`config.mk`:
```
export PLATFORM = sky130hd
export DESIGN_NAME = modexp_ctrl
export DESIGN_NICKNAME = d
export VERILOG_FILES = /design/src/hw/rtl/modexp_pkg.sv /design/src/hw/rtl/modexp_ctrl.sv
export SDC_FILE = /design/constraint.sdc
export NUM_CORES = 1
export LEC_CHECK = 0
export BUFFER_PORTS_ARGS = -buffer_cell sky130_fd_sc_hd__buf_2
export CORE_AREA = 5 5 42 44
export DETAILED_ROUTE_END_ITERATION = 12
export DIE_AREA = 0 0 47 49
export PLACE_DENSITY = 0.68
export SYNTH_ARGS = -nofsm -noshare
export SYNTH_HDL_FRONTEND = slang
export SYNTH_SLANG_ARGS = --single-unit
```
`constraint.sdc`:
```
create_clock -name clk -period 1.5 [get_ports clk]
set_input_delay 0.15 -clock clk [delete_from_list [all_inputs] [get_ports clk]]
set_output_delay 0.15 -clock clk [all_outputs]
set_load 0.01 [all_outputs]
```
`src/hw/rtl/modexp_pkg.sv`:
```
`timescale 1ns / 1ps
// ----------------------------------------------------------------------------
// modexp_pkg
// Types and constants shared by the modular exponentiation controller,
// datapath and top level.
// ----------------------------------------------------------------------------
package modexp_pkg;

	localparam int unsigned MOD_W = 31;
	localparam int unsigned OPD_W = 63;
	localparam int unsigned CNT_W = 6;

	localparam logic [MOD_W-1:0] MODULUS_RESET = 31'd1000000007;

	// Last step index of one bit-serial reduction (one step per dividend bit)
	localparam logic [CNT_W-1:0] RED_LAST = 6'd62;

	typedef enum logic [2:0] {
		ST_IDLE,
		ST_BASE,
		ST_SETUP,
		ST_CHECK,
		ST_MUL,
		ST_UPDATE,
		ST_DONE
	} state_t;

	typedef struct packed {
		logic load_base;
		logic take_base;
		logic load_mul;
		logic step;
		logic update;
		logic write_out;
	} dp_cmd_t;

	typedef struct packed {
		logic exp_zero;
		logic mod_small;
		logic out_busy;
	} dp_sts_t;

endpackage

```
`src/hw/rtl/modexp_ctrl.sv`:
```
`timescale 1ns / 1ps
// ----------------------------------------------------------------------------
// modexp_ctrl
// Controller: sequences base reduction, the per-bit multiply and square
// passes and the hand-off to the output register.
// ----------------------------------------------------------------------------
module modexp_ctrl (
	input  logic                clk,
	input  logic                arst_n,
	input  logic                s_tvalid,
	output logic                s_tready,
	input  modexp_pkg::dp_sts_t sts,
	output modexp_pkg::dp_cmd_t cmd
);
	import modexp_pkg::*;

	state_t           state_q;
	state_t           state_nxt;
	logic [CNT_W-1:0] cnt_q;
	logic             cnt_last;

	assign cnt_last = (cnt_q == RED_LAST);

	always_ff @(posedge clk or negedge arst_n) begin
		if (!arst_n) begin
			state_q <= ST_IDLE;
			cnt_q   <= '0;
		end else begin
			state_q <= state_nxt;
			if (cmd.step) begin
				cnt_q <= cnt_last ? '0 : cnt_q + 1'b1;
			end
		end
	end

	always_comb begin
		state_nxt = state_q;
		case (state_q)
			ST_IDLE: begin
				if (s_tvalid) begin
					state_nxt = sts.mod_small ? ST_DONE : ST_BASE;
				end
			end
			ST_BASE: begin
				if (cnt_last) begin
					state_nxt = ST_SETUP;
				end
			end
			ST_SETUP: begin
				state_nxt = ST_CHECK;
			end
			ST_CHECK: begin
				state_nxt = sts.exp_zero ? ST_DONE : ST_MUL;
			end
			ST_MUL: begin
				if (cnt_last) begin
					state_nxt = ST_UPDATE;
				end
			end
			ST_UPDATE: begin
				state_nxt = ST_CHECK;
			end
			ST_DONE: begin
				if (!sts.out_busy) begin
					state_nxt = ST_IDLE;
				end
			end
			default: begin
				state_nxt = ST_IDLE;
			end
		endcase
	end

	always_comb begin
		cmd      = '0;
		s_tready = 1'b0;
		case (state_q)
			ST_IDLE: begin
				s_tready      = 1'b1;
				cmd.load_base = s_tvalid;
			end
			ST_BASE: begin
				cmd.step = 1'b1;
			end
			ST_SETUP: begin
				cmd.take_base = 1'b1;
			end
			ST_CHECK: begin
				cmd.load_mul = ~sts.exp_zero;
			end
			ST_MUL: begin
				cmd.step = 1'b1;
			end
			ST_UPDATE: begin
				cmd.update = 1'b1;
			end
			ST_DONE: begin
				// hold the result until the output register frees up
				cmd.write_out = ~sts.out_busy;
			end
			default: begin
				cmd = '0;
			end
		endcase
	end

endmodule

```
==> load_flow_metrics.sql, run 1 <==
INSERT INTO impl_metrics (metric_group, metric, value, unit) VALUES
('logic_synthesis', 'synth.ff_latch_count', '9', ''),
('floorplanning', 'chipHeight', '49', 'um'),
('timing', 'worst-slew-pin-transition', '0.287', 'ns'),
('logic_synthesis', 'syn_area_per_cell', '8.81', 'um2'),
('timing', 'fmax', '707', 'MHz'),
('floorplanning', 'die_x', '47', 'um'),
('timing', 'finalWorstPathRequiredPeriod', '1.41', 'ns'),
('timing', 'period_share', '94.2', '%'),
('routing', 'drc_viols', '0', ''),
('logic_synthesis', 'postSynth.asyncResetShare', '100', '%'),
('timing', 'setup_tns', '0', 'ns'),
('routing', 'avgRoutedWirePerCell', '11.6', 'um'),
('clock_tree', 'source_to_sink_clock_delay_at_the_later_pin_of_the_worst_skew_pair', '0.26', 'ns'),
('clock_tree', 'clkSinkCount', '9', ''),
('setup_path', 'worst-path-max-fanout', '8', ''),
('grt', 'global_route.peak_usage_layer', 'met2', ''),
('routing', 'num_vias', '516', ''),
('pwr', 'leakagePower', '0.368', 'nW'),
('pwr', 'p_sw', '0.690', 'mW'),
('grt', 'groute.usage.overall', '12.8', '%'),
('floorplanning', 'placement_rows', '14', ''),
('logic_synthesis', 'synthesis.yosys.warnings', '0', ''),
('finish', 'mostFrequentLayoutCells', 'sky130_fd_sc_hd__buf_2, sky130_fd_sc_hd__dfrtp_1, sky130_fd_sc_hd__nand2_1, sky130_fd_sc_hd__a21oi_1, sky130_fd_sc_hd__o21ai_1', ''),
('grt', 'grt_overflow_total', '0', ''),
('finish', 'final_layout_size_suffix_gt1_share', '35.7', '%'),
('grt', 'grt_first_pass_wirelength', '2.15', 'mm'),
('finish', 'nNetsFinal', '93', ''),
('grt', 'groute.layer.met1.usage', '16.0', '%'),
('clock_tree', 'post-cts-setup-buffer-count', '0', ''),
('setup_path', 'timing.critical_path.from_type', 'flop', ''),
('min_path', 'worstHoldPathType', 'input port to flop', ''),
('grt', 'grt_max_degree', '13', ''),
('setup_path', 'criticalPathCategory', 'flop to output pin', ''),
('placement', 'place.gp.congestion', '0.681', ''),
('clock_tree', 'cts-htree-levels', '1', ''),
('clock_tree', 'tritoncts_clock_tree', 'built', ''),
('logic_synthesis', 'mappedNetlistArea', '599', 'um2'),
('routing', 'drt_iter0_markers', '8', ''),
('setup_path', 'arr_time_crit_path', '1.26', 'ns'),
('logic_synthesis', 'synth_area_leader_cell', 'sky130_fd_sc_hd__dfrtp_1', ''),
('finish', 'area_growth_syn_to_layout', '27.8', '%'),
('setup_path', 'timing.critical_path.required', '1.35', 'ns'),
('routing', 'drt_first_pass_iters', '2', ''),
('timing', 'finalHoldViolations', '0', ''),
('run', 'max_cap_viol_count', '0', ''),
('floorplanning', 'placeable_core_region', '0.00140', 'mm2'),
('floorplanning', 'design.die.area', '0.00230', 'mm2'),
('pwr', 'power_frac_seq', '30.3', '%'),
('grt', 'met2_usage', '19.2', '%'),
('clock_tree', 'cell_at_the_root_of_the_clock_tree', 'sky130_fd_sc_hd__clkbuf_4', ''),
('timing', 'drv_slew', '0', ''),
('clock_tree', 'path_clk_slew', '0.06', 'ns'),
('pwr', 'power_frac_comb', '58.4', '%'),
('logic_synthesis', 'syn-num-nets', '76', ''),
('placement', 'count_of_input_and_output_buffers', '12', ''),
('logic_synthesis', 'synth.area.top_cells', 'sky130_fd_sc_hd__dfrtp_1, sky130_fd_sc_hd__a21oi_1, sky130_fd_sc_hd__nand2_1', ''),
('logic_synthesis', 'count_of_flip_flops_with_a_built_in_enable_after_synthesis', '0', ''),
('timing', 'max_slew_margin', '80.8', '%'),
('placement', 'post_detail_place_hpwl', '916', 'um'),
('logic_synthesis', 'synth-seq-area-share', '37.6', '%'),
('clock_tree', 'cts-buffers-inserted', '3', ''),
('logic_synthesis', 'synthFlopType', 'sky130_fd_sc_hd__dfrtp_1', ''),
('floorplanning', 'floorplan.initialDensity', '42.8', '%'),
('outcome', 'outcome', 'complete, no violations', ''),
('pwr', 'p_int', '0.855', 'mW'),
('finish', 'antenna-diode-count', '0', ''),
('logic_synthesis', 'yosysUniqueCellTypes', '33', ''),
('routing', 'aggregate_routed_wire_length', '1.16', 'mm'),
('timing', 'final-setup-viol-count', '0', ''),
('setup_path', 'sort_of_element_at_the_end_of_the_critical_path', 'output pin', ''),
('timing', 'worst_hold_slack', '0.234', 'ns');
cells in the mapped netlist, types with 2 or more instances:
cell	n
sky130_fd_sc_hd__a21oi_1	7
sky130_fd_sc_hd__clkbuf_1	2
sky130_fd_sc_hd__dfrtp_1	9
sky130_fd_sc_hd__ha_1	2
sky130_fd_sc_hd__inv_1	3
sky130_fd_sc_hd__mux2i_1	2
sky130_fd_sc_hd__nand2_1	7
sky130_fd_sc_hd__nand2_2	2
sky130_fd_sc_hd__nor2_1	4
sky130_fd_sc_hd__nor2b_1	2
sky130_fd_sc_hd__o21ai_0	2
sky130_fd_sc_hd__o21ai_1	5
registers in the layout, summed over array words and instances, names as in the netlist:
register / count
cnt_q: 6
state_q: 3
power by group through the flow:
| stage | clock network (mW) | logic (mW) | registers, mW |
|---|---|---|---|
| finish | 0.176 | 0.902 | 0.468 |
| global route | 0.200 | 1.01 | 0.485 |
| CTS | 0.186 | 0.807 | 0.451 |
| detailed placement | 0 | 0.788 | 0.455 |
| global placement | 0 | 0.782 | 0.452 |
| floorplan | 0 | 0.613 | 0.439 |
routing by layer:
| metal | part of all wire (%) | vias to the layer above |
|---|---|---|
| li1 | - | 273 |
| met1 | 45 | 231 |
| met2 | 49 | 10 |
| met3 | 4.7 | 2 |
| met4 | 0.69 | 0 |
| met5 | 0 | - |
timing repair:
| item | CTS | global route |
|---|---|---|
| hold buffers | 1 | 0 |
| resized for setup | 1 | 10 |
| setup endpoints to repair | 1 | 2 |
| hold endpoints to repair | 9 | 0 |
| pin swaps | 0 | 2 |
| cloned | 0 | 0 |
stage by stage:
| stage | total power [mW] | setup WS, ns | utilization, % | area, um2 | instances |
|---|---|---|---|---|---|
| floorplan | 1.05 | 0.218 | - | 599 | 68 |
| global placement | 1.23 | 0.141 | 48.4 | 678 | 95 |
| finish | 1.55 | 0.0865 | 54.6 | 766 | 100 |
| global route | 1.69 | 0.0135 | 54.6 | 766 | 100 |
| detailed placement | 1.24 | 0.109 | 48.4 | 678 | 95 |
| CTS | 1.44 | 0.0311 | 51.2 | 718 | 100 |
cell type report:
cell class | instances | area (um2)
fillers | 135 | 636
clock buffers | 3 | 22.5
multi-input cells | 51 | 370
flip-flops and latches | 9 | 225
repair buffers | 16 | 106
well taps | 16 | 20.0
inverters | 4 | 16.3
clock inverters | 1 | 5.00
worst max-delay path, stage by stage, from the launching register on:
cell	delay (ns)
sky130_fd_sc_hd__dfrtp_1	0.42
sky130_fd_sc_hd__xor2_2	0.21
sky130_fd_sc_hd__nand2b_4	0.13
sky130_fd_sc_hd__clkinv_2	0.10
sky130_fd_sc_hd__buf_2	0.14
kinds of logic after synthesis:
kind of cell	after synthesis	synth area share, %
AND/OR/NAND/NOR	24	21.7
multiplexers	2	3.34
XOR/XNOR	1	1.46
buffers and inverters	8	6.68
flip-flops	9	37.6
AO/OA/AOI/OAI	22	25.1
adder cells (fa/ha/maj)	2	4.17
worst paths after layout:
path | start | end | slack [ns] | depth (start not counted)
max | state_q[0] | cmd[2] | 0.09 | 4
min | sts[0] | state_q[2] | 0.23 | 3
max reg2reg | cnt_q[0] | state_q[0] | 0.11 | 6
min reg2reg | cnt_q[0] | cnt_q[0] | 0.53 | 1
max in group asynchronous | arst_n | cnt_q[4] | 1.05 | 2
min in group asynchronous | arst_n | state_q[0] | 0.27 | 2
Power figures use the tool's default switching activity.
==> inputs of run 2 (changes only) <==
--- a/config.mk
+++ b/config.mk
@@ -5,11 +5,12 @@
 export SDC_FILE = /design/constraint.sdc
 export NUM_CORES = 1
 export LEC_CHECK = 0
+export ABC_AREA = 1
 export BUFFER_PORTS_ARGS = -buffer_cell sky130_fd_sc_hd__buf_2
 export CORE_AREA = 5 5 42 44
 export DETAILED_ROUTE_END_ITERATION = 12
 export DIE_AREA = 0 0 47 49
-export PLACE_DENSITY = 0.68
+export PLACE_DENSITY = 0.69
 export SYNTH_ARGS = -nofsm -noshare
 export SYNTH_HDL_FRONTEND = slang
 export SYNTH_SLANG_ARGS = --single-unit
==> load_flow_metrics.sql, run 2 <==
INSERT INTO impl_metrics (metric_group, metric, value, unit) VALUES
('outcome', 'outcome', 'complete, no violations', ''),
('finish', 'largest_register_ff_count', '6', ''),
('grt', 'first_global_vias', '533', ''),
('floorplanning', 'number_of_top_level_pins', '13', ''),
('finish', 'most_common_cell_after_layout_fill_and_taps_aside', 'sky130_fd_sc_hd__nand2_1', ''),
('setup_path', 'timing.critical_path.max_delay_family', 'flip-flops', ''),
('routing', 'drc_viols', '0', ''),
('routing', 'aggregate_routed_wire_length', '1.25', 'mm'),
('finish', 'finalNonFillerCells', '121', ''),
('routing', 'antenna_violating_nets_post_route', '0', ''),
('logic_synthesis', 'synthesis.yosys.warnings', '0', ''),
('grt', 'grt_overflow_total', '0', ''),
('pwr', 'peak_vdd_ir', '840', 'uV'),
('clock_tree', 'cts-htree-levels', '1', ''),
('timing', 'final_worst_clock_skew', '0.00129', 'ns'),
('clock_tree', 'source_to_sink_clock_delay_at_the_later_pin_of_the_worst_skew_pair', '0.26', 'ns'),
('min_path', 'worstHoldPathType', 'input port to async pin', ''),
('finish', 'final-seq-area', '226', 'um2'),
('routing', 'drt_first_pass_iters', '3', ''),
('logic_synthesis', 'gate_count_of_the_mapped_netlist', '90', ''),
('setup_path', 'timing.critical_path.required', '1.35', 'ns'),
('setup_path', 'crit_cells', '4', ''),
('placement', 'post_detail_place_hpwl', '1.03', 'mm'),
('routing', 'num_vias', '584', ''),
('floorplanning', 'chipHeight', '49', 'um'),
('pwr', 'p_per_area', '2020', 'mW/mm2'),
('routing', 'avgRoutedWirePerCell', '10.3', 'um'),
('floorplanning', 'design.die.area', '0.00230', 'mm2'),
('floorplanning', 'die_x', '47', 'um'),
('finish', 'final_area', '749', 'um2'),
('logic_synthesis', 'synth-seq-area-share', '35.0', '%'),
('placement', 'count_of_input_and_output_buffers', '12', ''),
('logic_synthesis', 'synth_area_in_compound_gates', '6.60', '%'),
('clock_tree', 'tritoncts_clock_tree', 'built', ''),
('grt', 'grt_first_pass_wirelength', '2.13', 'mm'),
('setup_path', 'cp_slowest_stage_delay', '0.48', 'ns'),
('clock_tree', 'cts-buffers-inserted', '3', ''),
('setup_path', 'criticalPathCategory', 'flop to output pin', ''),
('floorplanning', 'floorplan.initialDensity', '46.0', '%'),
('clock_tree', 'clkSinkCount', '9', ''),
('finish', 'antenna-diode-count', '0', ''),
('logic_synthesis', 'count_of_flip_flops_with_a_built_in_enable_after_synthesis', '0', ''),
('placement', 'cells_after_dpl', '116', ''),
('timing', 'final-setup-viol-count', '0', ''),
('timing', 'worst_hold_slack', '0.267', 'ns'),
('finish', 'multi_input_area', '343', 'um2'),
('setup_path', 'worstPathBufferInverterCount', '1', ''),
('timing', 'fmax', '704', 'MHz'),
('timing', 'finalHoldViolations', '0', ''),
('clock_tree', 'longest_clk_path_bufs', '2', ''),
('logic_synthesis', 'mappedNetlistArea', '644', 'um2'),
('clock_tree', 'cell_at_the_root_of_the_clock_tree', 'sky130_fd_sc_hd__clkbuf_4', ''),
('logic_synthesis', 'combinational_family_with_the_most_area_after_synthesis', 'simple AND/OR/NAND/NOR gates', ''),
('logic_synthesis', 'syn_area_per_cell', '7.16', 'um2'),
('finish', 'area_growth_syn_to_layout', '16.3', '%'),
('logic_synthesis', 'yosysUniqueCellTypes', '21', ''),
('setup_path', 'arr_time_crit_path', '1.27', 'ns'),
('routing', 'drt_iter0_markers', '7', ''),
('timing', 'finalWorstPathRequiredPeriod', '1.42', 'ns'),
('logic_synthesis', 'synthAdderAreaFrac', '3.88', '%'),
('clock_tree', 'post-cts-setup-buffer-count', '0', ''),
('setup_path', 'timing.critical_path.from_type', 'flop', ''),
('timing', 'period_share', '94.7', '%'),
('logic_synthesis', 'synth.ff_latch_count', '9', ''),
('timing', 'max_slew_margin', '80.4', '%'),
('clock_tree', 'path_clk_slew', '0.06', 'ns'),
('timing', 'worst-slew-pin-transition', '0.293', 'ns'),
('routing', 'routed_via_density', '4.83', ''),
('finish', 'final_layout_size_suffix_gt1_share', '27.6', '%'),
('setup_path', 'cp_cell_sequence', 'nor2_4 -> nand2_2 -> nand2_4 -> buf_2', ''),
('timing', 'drv_slew', '0', ''),
('logic_synthesis', 'cell_with_the_most_instances_after_synthesis', 'sky130_fd_sc_hd__nand2_1', ''),
('logic_synthesis', 'muxShareOfSynthArea', '0', '%'),
('setup_path', 'worstRegToRegCells', '9', ''),
('run', 'max_cap_viol_count', '0', ''),
('pwr', 'leakagePower', '0.433', 'nW'),
('placement', 'place.gp.congestion', '0.847', ''),
('logic_synthesis', 'synth_commonest_cells', 'sky130_fd_sc_hd__nand2_1, sky130_fd_sc_hd__nand3_1, sky130_fd_sc_hd__inv_1', ''),
('logic_synthesis', 'postSynth.asyncResetShare', '100', '%'),
('grt', 'groute.usage.overall', '12.7', '%'),
('timing', 'rsz0062_at_grt', 'false', ''),
('setup_path', 'worst_path_max_delay_cell', 'sky130_fd_sc_hd__dfrtp_1', ''),
('logic_synthesis', 'syn-num-nets', '98', ''),
('logic_synthesis', 'synth_top_area_share', '35.0', '%'),
('timing', 'setup_tns', '0', 'ns'),
('setup_path', 'worst-path-max-fanout', '7', ''),
('placement', 'detailed_place.area', '712', 'um2'),
('finish', 'layout.filler_cells', '150', ''),
('finish', 'mostFrequentLayoutCells', 'sky130_fd_sc_hd__nand2_1, sky130_fd_sc_hd__nand3_1, sky130_fd_sc_hd__buf_2', ''),
('logic_synthesis', 'yosys.area_share.xor_xnor', '4.08', '%'),
('logic_synthesis', 'synth_area_leader_cell', 'sky130_fd_sc_hd__dfrtp_1', ''),
('floorplanning', 'placeable_core_region', '0.00140', 'mm2'),
('finish', 'reg.largest.list', 'cnt_q (6), state_q (3)', ''),
('floorplanning', 'placement_rows', '14', ''),
('logic_synthesis', 'synthSimpleGateAreaFrac', '38.6', '%'),
('logic_synthesis', 'synthFlopType', 'sky130_fd_sc_hd__dfrtp_1', ''),
('grt', 'grt_antenna_before_repair', '0', ''),
('finish', 'nNetsFinal', '114', ''),
('finish', 'largest-register', 'cnt_q', ''),
('logic_synthesis', 'synth.area.top_cells', 'sky130_fd_sc_hd__dfrtp_1, sky130_fd_sc_hd__nand2_1, sky130_fd_sc_hd__nand3_1', ''),
('setup_path', 'sort_of_element_at_the_end_of_the_critical_path', 'output pin', ''),
('grt', 'grt_max_degree', '10', '');
[run 2: cell types whose count changed after synthesis, sizes merged, moves of 3 or more]
cell,before,now
nand2,9,26
nand3,1,15
inv,3,16
a21oi,7,0
nor2,4,7
o31ai,3,0
[run 2: worst paths after layout]
check	startpoint	to	slack, ns
setup / recovery	state_q[1]	cmd[2]	0.08
hold / removal	arst_n	cnt_q[0]	0.27
setup reg to reg	cnt_q[0]	state_q[2]	0.19
hold reg to reg	cnt_q[0]	cnt_q[0]	0.53
max in group asynchronous	arst_n	state_q[0]	1.04
min in group clk	sts[0]	state_q[1]	0.30
[run 2: power breakdown]
group / switching [mW] / leakage, nW / total, mW / internal [mW]
registers: 0.155 / 0.115 / 0.497 / 0.341
logic: 0.505 / 0.303 / 0.828 / 0.323
clock network: 0.0863 / 0.0150 / 0.189 / 0.103
total: 0.747 / 0.433 / 1.51 / 0.767
[run 2: worst reg2reg max path, cell delays in order, from the launching register on]
cell and delay, ns:
sky130_fd_sc_hd__dfrtp_1 0.41, sky130_fd_sc_hd__inv_1 0.07, sky130_fd_sc_hd__ha_1 0.14, sky130_fd_sc_hd__clkinv_1 0.05
sky130_fd_sc_hd__nor2_1 0.10, sky130_fd_sc_hd__nand2_1 0.11, sky130_fd_sc_hd__nand2_4 0.14, sky130_fd_sc_hd__nand2_4 0.07
sky130_fd_sc_hd__nand2_1 0.06, sky130_fd_sc_hd__nand2_1 0.05
[run 2: per-layer routing]
| metal | vias up | share of wire, % | GRT usage (%) |
|---|---|---|---|
| met5 | - | 0 | 0 |
| met4 | 0 | 1.2 | 5.53 |
| met3 | 2 | 6.0 | 2.21 |
| met2 | 12 | 49 | 22.2 |
| met1 | 258 | 44 | 14.1 |
| li1 | 312 | - | - |
[run 2: timing repair]
item,in CTS,in global routing
hold buffers,1,0
gates resized for setup,0,1
setup endpoints to repair,0,1
endpoints found under the hold margin,9,0
[run 2: cell type report]
class                           instances  share of cell area, %
Sequential cell                         9                   30.2
Tap cell                               16                   2.67
Clock buffer                            4                   3.51
Inverter                               17                   8.51
Multi-Input combinational cell         62                   45.7
Timing Repair Buffer                   13                   9.35
[run 2: through the flow]
step           util [%]  setup WS [ns]  total power [mW]
6_report           53.5         0.0795              1.51
5_1_grt            53.5         0.0107              1.68
4_1_cts            53.4         0.0602              1.53
3_5_place_dp       50.8          0.194              1.34
3_3_place_gp       50.8          0.240              1.31
2_1_floorplan         -          0.299              1.14
[run 2: cell families (layout without fill, tap and decap cells)]
group                    after synthesis  in the layout
adder cells (fa/ha/maj)                2              2
buffers and inverters                 19             34
AO/OA/AOI/OAI                          7              7
flip-flops                             9              9
AND/OR/NAND/NOR                       50             50
XOR/XNOR                               3              3
